File: config.mk
export PLATFORM = sky130hd
export DESIGN_NAME = fifo_queue_with_remove_by_id
export DESIGN_NICKNAME = d
export VERILOG_FILES = /design/src/hdl/fqr_pkg.sv /design/src/hdl/fqr_core.sv /design/src/hdl/fifo_queue_with_remove_by_id.sv
export SDC_FILE = /design/constraint.sdc
export NUM_CORES = 1
export LEC_CHECK = 0
export BUFFER_PORTS_ARGS = -buffer_cell sky130_fd_sc_hd__buf_2
export CAP_MARGIN = 5
export CORE_MARGIN = 2
export CORE_UTILIZATION = 50
export CTS_BUF_LIST = sky130_fd_sc_hd__clkbuf_8 sky130_fd_sc_hd__clkbuf_16
export CTS_CLUSTER_SIZE = 14
export DETAILED_ROUTE_END_ITERATION = 7
export PLACE_DENSITY = 0.71
export REMOVE_ABC_BUFFERS = 1
export SLEW_MARGIN = 15
export SYNTH_ARGS = -nofsm -noshare
export SYNTH_HDL_FRONTEND = slang
export SYNTH_SLANG_ARGS = --single-unit
export TNS_END_PERCENT = 30
File: constraint.sdc
create_clock -name clk -period 2.6 [get_ports clk]
set_clock_uncertainty 0.1 [all_clocks]
set_input_delay 0.52 -clock clk [delete_from_list [all_inputs] [get_ports clk]]
set_output_delay 0.52 -clock clk [all_outputs]
set_load 0.1 [all_outputs]
File: src/hdl/fqr_pkg.sv
package fqr_pkg;

  // Widths of the transaction fields
  localparam int IdFieldW = 16;
  localparam int OccW     = 5;

  typedef enum logic [1:0] {
    OP_ENQ    = 2'd0,
    OP_DEQ    = 2'd1,
    OP_REMOVE = 2'd2,
    OP_NOP    = 2'd3
  } op_t;

  typedef enum logic [1:0] {
    ST_OK        = 2'd0,
    ST_EMPTY     = 2'd1,
    ST_NOT_FOUND = 2'd2,
    ST_FULL      = 2'd3
  } status_t;

  typedef struct packed {
    op_t                 op;
    logic [IdFieldW-1:0] item_id;
  } req_t;

  typedef struct packed {
    status_t             status;
    logic [IdFieldW-1:0] head_id;
    logic [OccW-1:0]     occupancy;
    logic                is_empty;
  } rsp_t;

endpackage

File: src/hdl/fqr_core.sv
module fqr_core import fqr_pkg::*; #(
  parameter int DEPTH    = 16,
  parameter int ID_WIDTH = 16
) (
  input  logic clk,
  input  logic rst,
  input  logic start,
  input  req_t req,
  output logic ready,
  output logic res_valid,
  input  logic res_take,
  output rsp_t res
);

  localparam int AW = (DEPTH > 1) ? $clog2(DEPTH) : 1;
  localparam int CW = $clog2(DEPTH + 1);

  typedef enum logic [1:0] {
    S_IDLE,
    S_WALK,
    S_DONE
  } state_t;

  state_t              state;
  logic [CW-1:0]       count;
  op_t                 op_r;
  logic [ID_WIDTH-1:0] id_r;
  logic [ID_WIDTH-1:0] taken;
  status_t             status_r;
  logic [CW-1:0]       rd_idx;
  logic [AW-1:0]       d_idx;
  logic                dv;
  logic                found;
  logic [ID_WIDTH-1:0] rd_data;
  logic [ID_WIDTH-1:0] mem [DEPTH];

  logic [ID_WIDTH-1:0] id_in;
  logic                full;
  logic                rd_en;
  logic                hit;
  logic                wr_en;
  logic [AW-1:0]       wr_addr;
  logic [ID_WIDTH-1:0] wr_data;

  // Mask the incoming identifier to the stored width
  assign id_in = ID_WIDTH'(req.item_id);
  assign full  = (count == CW'(DEPTH));

  // Walk reads one entry per cycle; read data is registered
  assign rd_en = (state == S_WALK) && (rd_idx < count);
  assign hit   = dv && !found && ((op_r == OP_DEQ) || (rd_data == id_r));

  // Single write port: enqueue at the tail, or pull an entry down one slot
  always_comb begin
    wr_en   = 1'b0;
    wr_addr = count[AW-1:0];
    wr_data = id_in;
    if (state == S_IDLE) begin
      wr_en = start && (req.op == OP_ENQ) && !full;
    end else begin
      wr_en   = (state == S_WALK) && dv && found;
      wr_addr = d_idx - AW'(1);
      wr_data = rd_data;
    end
  end

  // Entry memory with registered read
  always_ff @(posedge clk) begin
    if (wr_en) begin
      mem[wr_addr] <= wr_data;
    end
    if (rd_en) begin
      rd_data <= mem[rd_idx[AW-1:0]];
    end
  end

  // Sequencer: one entry per cycle through the shared compare
  always_ff @(posedge clk) begin
    if (rst) begin
      state    <= S_IDLE;
      count    <= '0;
      dv       <= 1'b0;
      found    <= 1'b0;
      status_r <= ST_OK;
      taken    <= '0;
    end else begin
      case (state)
        S_IDLE: begin
          if (start) begin
            op_r     <= req.op;
            id_r     <= id_in;
            rd_idx   <= '0;
            dv       <= 1'b0;
            found    <= 1'b0;
            taken    <= '0;
            status_r <= ST_OK;
            case (req.op)
              OP_ENQ: begin
                if (full) begin
                  status_r <= ST_FULL;
                end else begin
                  count <= count + CW'(1);
                end
                state <= S_DONE;
              end
              OP_DEQ, OP_REMOVE: begin
                if (count == '0) begin
                  status_r <= ST_EMPTY;
                  state    <= S_DONE;
                end else begin
                  state <= S_WALK;
                end
              end
              default: begin
                state <= S_DONE;
              end
            endcase
          end
        end
        S_WALK: begin
          if (rd_en) begin
            d_idx  <= rd_idx[AW-1:0];
            rd_idx <= rd_idx + CW'(1);
            dv     <= 1'b1;
          end else begin
            dv <= 1'b0;
          end
          // Record the oldest match; only a dequeue reports the identifier
          if (hit) begin
            found <= 1'b1;
            taken <= (op_r == OP_DEQ) ? rd_data : '0;
          end
          // All entries seen and pulled down: close out
          if (!dv && (rd_idx == count)) begin
            if (found) begin
              count <= count - CW'(1);
            end else begin
              status_r <= ST_NOT_FOUND;
            end
            state <= S_DONE;
          end
        end
        S_DONE: begin
          if (res_take) begin
            state <= S_IDLE;
          end
        end
        default: begin
          state <= S_IDLE;
        end
      endcase
    end
  end

  assign ready     = (state == S_IDLE);
  assign res_valid = (state == S_DONE);

  always_comb begin
    res.status    = status_r;
    res.head_id   = IdFieldW'(taken);
    res.occupancy = OccW'(count);
    res.is_empty  = (count == '0);
  end

endmodule

File: src/hdl/fifo_queue_with_remove_by_id.sv
// First-come-first-served queue of identifiers, up to DEPTH entries held in a
// single-port-write, registered-read memory with the head at address 0. Each
// request transaction enqueues, dequeues, or removes the oldest entry equal to
// item_id, and gives exactly one response transaction with status, the
// dequeued identifier and the occupancy afterward. Enqueue, the unused opcode,
// and dequeue or remove on an empty queue go straight from acceptance to the
// response register. Dequeue and remove on a non-empty queue first walk every
// live entry through the memory read port, one entry per cycle, comparing each
// entry and moving every entry after the match down a slot as it goes.
// Requests are stalled while an operation is in flight; a finished response
// waits in the output register without holding up the next request.
module fifo_queue_with_remove_by_id import fqr_pkg::*; #(
  parameter int DEPTH    = 16,
  parameter int ID_WIDTH = 16
) (
  input  logic clk,
  input  logic rst,
  input  logic req_valid,
  output logic req_stall,
  input  req_t req,
  output logic rsp_valid,
  input  logic rsp_stall,
  output rsp_t rsp
);

  logic core_ready;
  logic start;
  logic res_valid;
  logic res_take;
  rsp_t res;

  assign req_stall = !core_ready;
  assign start     = req_valid && core_ready;
  assign res_take  = res_valid && (!rsp_valid || !rsp_stall);

  fqr_core #(
    .DEPTH    (DEPTH),
    .ID_WIDTH (ID_WIDTH)
  ) u_core (
    .clk       (clk),
    .rst       (rst),
    .start     (start),
    .req       (req),
    .ready     (core_ready),
    .res_valid (res_valid),
    .res_take  (res_take),
    .res       (res)
  );

  // Hold the response until the transaction is taken
  always_ff @(posedge clk) begin
    if (rst) begin
      rsp_valid <= 1'b0;
    end else if (res_take) begin
      rsp_valid <= 1'b1;
    end else if (!rsp_stall) begin
      rsp_valid <= 1'b0;
    end
  end

  always_ff @(posedge clk) begin
    if (res_take) begin
      rsp <= res;
    end
  end

endmodule

; Word level (Yosys, flattened, before mapping)
; Memories as Yosys holds them, arrays and structs flattened. A register that Yosys moved wholly into a read port is not among the register bits.
; Index checks and enable logic that the tools add are counted.
[totals]
out_inout_bits = 26
n_memories = 1
ram_bits = 256
reg_bits = 79
[mem_list]
columns = memory, words, word_bits, read_ports, rd_ports_with_merged_regs, wr, line
row1 = u_core.mem, 16, 16, 1, 1, 1, fqr_core.sv:35  ; logic [ID_WIDTH-1:0] mem [DEPTH];
[classes]
eq_ne = 18
reduce_logical = 31
n_mux = 38
n_addsub = 4
n_bitwise = 1
order_cmp = 1
[ops]
columns = cell, count
row1 = $mux 16, 4
row2 = $mux 5, 7
row3 = $pmux 16 s2, 1
row4 = $pmux 5 s2, 2
row5 = $mux 2, 9
row6 = $eq 16x16->1, 1
row7 = $ne 2x1->1 const B, 7
row8 = $reduce_and 3->1, 4
row9 = $add 5x1->5 const B, 2
row10 = $logic_and 1x1->1, 10
row11 = $mux 1, 9
row12 = $pmux 2 s2, 2
row13 = $reduce_and 4->1, 2
row14 = $eq 2x1->1 const B, 3
row15 = $logic_not 1->1, 6
row16 = $ne 2x2->1 const B, 3
row17 = $pmux 2 s3, 1
row18 = $reduce_and 6->1, 1
row19 = $eq 5x5->1, 1
row20 = $eq 5x5->1 const B, 1
row21 = $logic_not 5->1, 1
row22 = $lt 5x5->1, 1
row23 = $sub 5x1->5 const B, 1
row24 = $eq 2x2->1 const B, 2
row25 = 9 further kinds, 12

; Logic depth before layout (Yosys ltp)
[depth]
word_depth = 7
depth_mapped = 9
depth_no_buf = 7

; By module
; A second synthesis with hierarchy kept.
[unflattened]
cells_unflattened = 719
area_unflattened_um2 = 13944.6
[by_module_without_submodules]
columns = module, area_each_um2, cells_per_inst, n_inst, seq_area_each_um2
row1 = fqr_core, 13177.6, 689, 1, 9519.1
row2 = fifo_queue_with_remove_by_id, 767.0, 30, 1, 740.7

; Worst setup path before layout
; No wires, ideal clock.
[synth_path]
path_type = reg-to-reg
from = register u_core.state[1]
to = memory u_core.mem[12][0], enable pin
arrival_time_ns = 2.587
stages_incl_launch_ff = 8
n_path_buf = 2
slack_ns = -0.475
path_cell_list = dfxtp_1 clkbuf_1 nor2_1 clkbuf_1 inv_1 and3_1 o221ai_1 nor2_1
[synth_between]
elab_chain_len = 7
word_cells_on_any_way = 11
cone_classes = eq/ne (1) / mux (4) / reduce/logical (6)
[synth_lines]
columns = item, line
row1 = "start, declared", fqr_core.sv:24  ; state_t state;
row2 = "start signal, assigned", fqr_core.sv:80  ; state <= S_IDLE;
row3 = "start signal, assigned", fqr_core.sv:104  ; state <= S_DONE;
row4 = "start signal, assigned", fqr_core.sv:109  ; state <= S_DONE;
row5 = $logic_not 2->1, "fqr_core.sv:58, fqr_core.sv:155"
row6 = $logic_and 1x1->1, fifo_queue_with_remove_by_id.sv:33  ; assign start = req_valid && core_ready;
row7 = $logic_and 1x1->1 (2 in a row), fqr_core.sv:59  ; wr_en = start && (req.op == OP_ENQ) && !full;
row8 = $mux 1, fqr_core.sv:58  ; if (state == S_IDLE) begin
row9 = $mux 1, fqr_core.sv:69  ; if (wr_en) begin
row10 = $mux 1 (implied by the code), fqr_core.sv:70  ; mem[wr_addr] <= wr_data;
row11 = "end, declared", fqr_core.sv:35
; Several ways; a longest one is shown, not always the timed one.

; Worst setup path after layout
[layout_path]
from = register u_core.state[1]
to = output req_stall
[layout_between]
elab_chain_len = 2
[layout_lines]
columns = item, line
row1 = $logic_not 2->1, fqr_core.sv:155  ; assign ready = (state == S_IDLE);
row2 = $logic_not 1->1, fifo_queue_with_remove_by_id.sv:32  ; assign req_stall = !core_ready;
row3 = "end, declared", fifo_queue_with_remove_by_id.sv:19  ; output logic req_stall,
; Every way passes these cells.

==> reports/results.ini <==
[die]
dieHeight_um = 171
die_area_um2 = 29300
rows = 61
top_level_ports = 48
initial_utilization = 0.506
core-area_um2 = 27600
die_x_um = 171

[sta]
final-setup-viol-count = 0
post-route-min-period_ps = 2400
holdWs_ps = 91.2
rsz0062_at_grt = false
hold_viol = 0
min_period_over_period = 0.923
slew_headroom = 0.354
maxSlewViolCount = 0
worstMarginPinSlew_ps = 967
setup_tns_ps = 0
max_freq_mhz = 417

[layout]
design_area_um2 = 16300
nNetsFinal = 850
final_common_cell = edfxtp_1
post-route-util = 0.590
layout_common_cells = edfxtp_1, mux4_2, buf_2, clkbuf_16, nor2_1
drive_gt1_frac = 0.302
syn2layout_area_growth_pct = 16.6

[power]
p_per_area_nw_per_um2 = 762
leakagePower_nw = 5.46
total_power_mw = 12.4
peakVddDrop_v = 0.000661

[clock_network]
htreeDepth = 2
post_cts_buffers = 0
clock-root-buffer = clkbuf_16
cts_tree = yes
path_clk_slew_ps = 60
clockBufferDepth = 3
cts_resized = 0
clock_latency_ps = 520
cts-hold-fix-buffers = 0
clock-sinks = 351
cts_buffers = 36

[routing]
wirelength_um = 31500
drt_first_pass_iters = 5
drt_iter0_drc = 943
wl_per_cell_um = 25.8
vias_per_cell = 5.97
drtAntennaViolNets = 0
num_vias = 7291
route.detailed.drc = 0

[setup_path]
cp.required_ps = 1980
critical_path.top_delay_family = buffers and inverters
end_kind = output pin
cp.arrival_ps = 1780
crit_chain = nor2_2 > inv_1 > buf_2
path_max_fanout = 9
slowest_delay_ps = 490
critPathSlowestCell = dfxtp_1
critPathBufInv = 2
critPathLaunchType = flip-flop
worstSetupPathType = reg -> out

[global_route]
antenna_found_initial = 1
grt-ovfl-total = 0
grt_pass1_wl_um = 46600
grt_pass1_vias = 7284
grtUsageTotal = 0.222
grt_max_degree = 42

[yosys]
yosysUniqueCellTypes = 51
synth_area_um2 = 14000
seq_area_frac_synth = 0.734
synth_edf_count = 323
synthFlopType = edfxtp_1
ys_warn_count = 0
ys_ff_latch = 351
avgSynthCellArea_um2 = 19.4
yosysTopAreaCellShare = 0.694
yosys-top-cells-area = edfxtp_1, mux4_2, dfxtp_1, mux2_2, xnor2_1
synth_top_area_cell = edfxtp_1
synthCells = 721
async_flop_share = 0

[flow_run]
drv_cap = 0

[place]
post-dp-hpwl_um = 21400
portBuffers = 47
place_congestion = 0.864
dpl-instance-area_um2 = 15100

[status]
status = completed

[hold_path]
hp-class = in -> reg

worst paths after layout:
path                            slack, ps  depth (start not counted)           endpoint          startpoint
worst max-delay path                  200                          3          req_stall     u_core.state[1]
worst min register to register        330                          0            rsp[22]  u_core.status_r[0]
worst max register to register        220                          7  u_core.mem[14][5]     u_core.d_idx[0]
worst min-delay path                   90                          1     u_core.id_r[1]              req[1]
cell families (layout without fill, tap and decap cells):
group / after synthesis / count (layout) / share of synthesized area
muxes: 97 / 97 / 0.143
AOI/OAI and AO/OA: 75 / 75 / 0.0373
buffers and inverters: 52 / 173 / 0.0170
xor gates and xnor gates: 24 / 24 / 0.0150
DFF: 351 / 351 / 0.734
adders and majority gates: 13 / 13 / 0.0122
other: 0 / 1 / 0
and+or+nand+nor: 109 / 109 / 0.0418
cell usage after synthesis (all sizes together) (6+ instances only):
| cell type | count |
|---|---|
| edfxtp | 323 |
| mux4 | 80 |
| nor2 | 33 |
| dfxtp | 28 |
| and3 | 22 |
| nand3 | 22 |
| buf | 18 |
| clkbuf | 18 |
| xnor2 | 18 |
| a31oi | 17 |
| mux2 | 17 |
| inv | 16 |
| o22ai | 16 |
| a21oi | 14 |
| ha | 12 |
| nand4 | 7 |
| nor3 | 6 |
| xor2 | 6 |
routing by layer:
metal / up-vias / part of all wire / track usage
met3: 57 / 0.083 / 0.0446
met1: 3747 / 0.39 / 0.298
met4: 0 / 0.037 / 0.0859
met2: 331 / 0.49 / 0.363
met5: - / 0 / 0
li1: 3156 / - / -
registers in the layout, summed over array words and instances, names as in the netlist:
signal	flops
u_core.count	5
u_core.mem	256
u_core.taken	16
u_core.found	1
u_core.d_idx	4
u_core.rd_data	16
rsp_valid	1
rsp	24
u_core.state	2
u_core.rd_idx	5
u_core.id_r	16
u_core.dv	1
u_core.status_r	2
u_core.op_r	2
stage by stage:
step,instances,setup slack [ps]
5_1_grt,1221,87.3
3_3_place_gp,1155,167
2_1_floorplan,685,-1750
3_5_place_dp,1155,62.6
6_report,1221,200
4_1_cts,1220,184
where the power goes:
part	total, mW	switching (mW)	internal, mW	leakage (nW)
registers	6.34	0.0300	6.31	3.15
logic	0.936	0.661	0.275	1.67
clock network	5.14	2.04	3.10	0.641
area by class of cell:
type	count	area (µm²)
fillers	2009	11300
well taps	378	473
repair buffers	92	823
clock inverters	25	216
multi-input cells	318	3490
inverters	16	60.1
clock buffers	40	978
flip-flops and latches	351	10300
diodes	1	2.50
No activity file was read; power rests on OpenSTA's default activity.
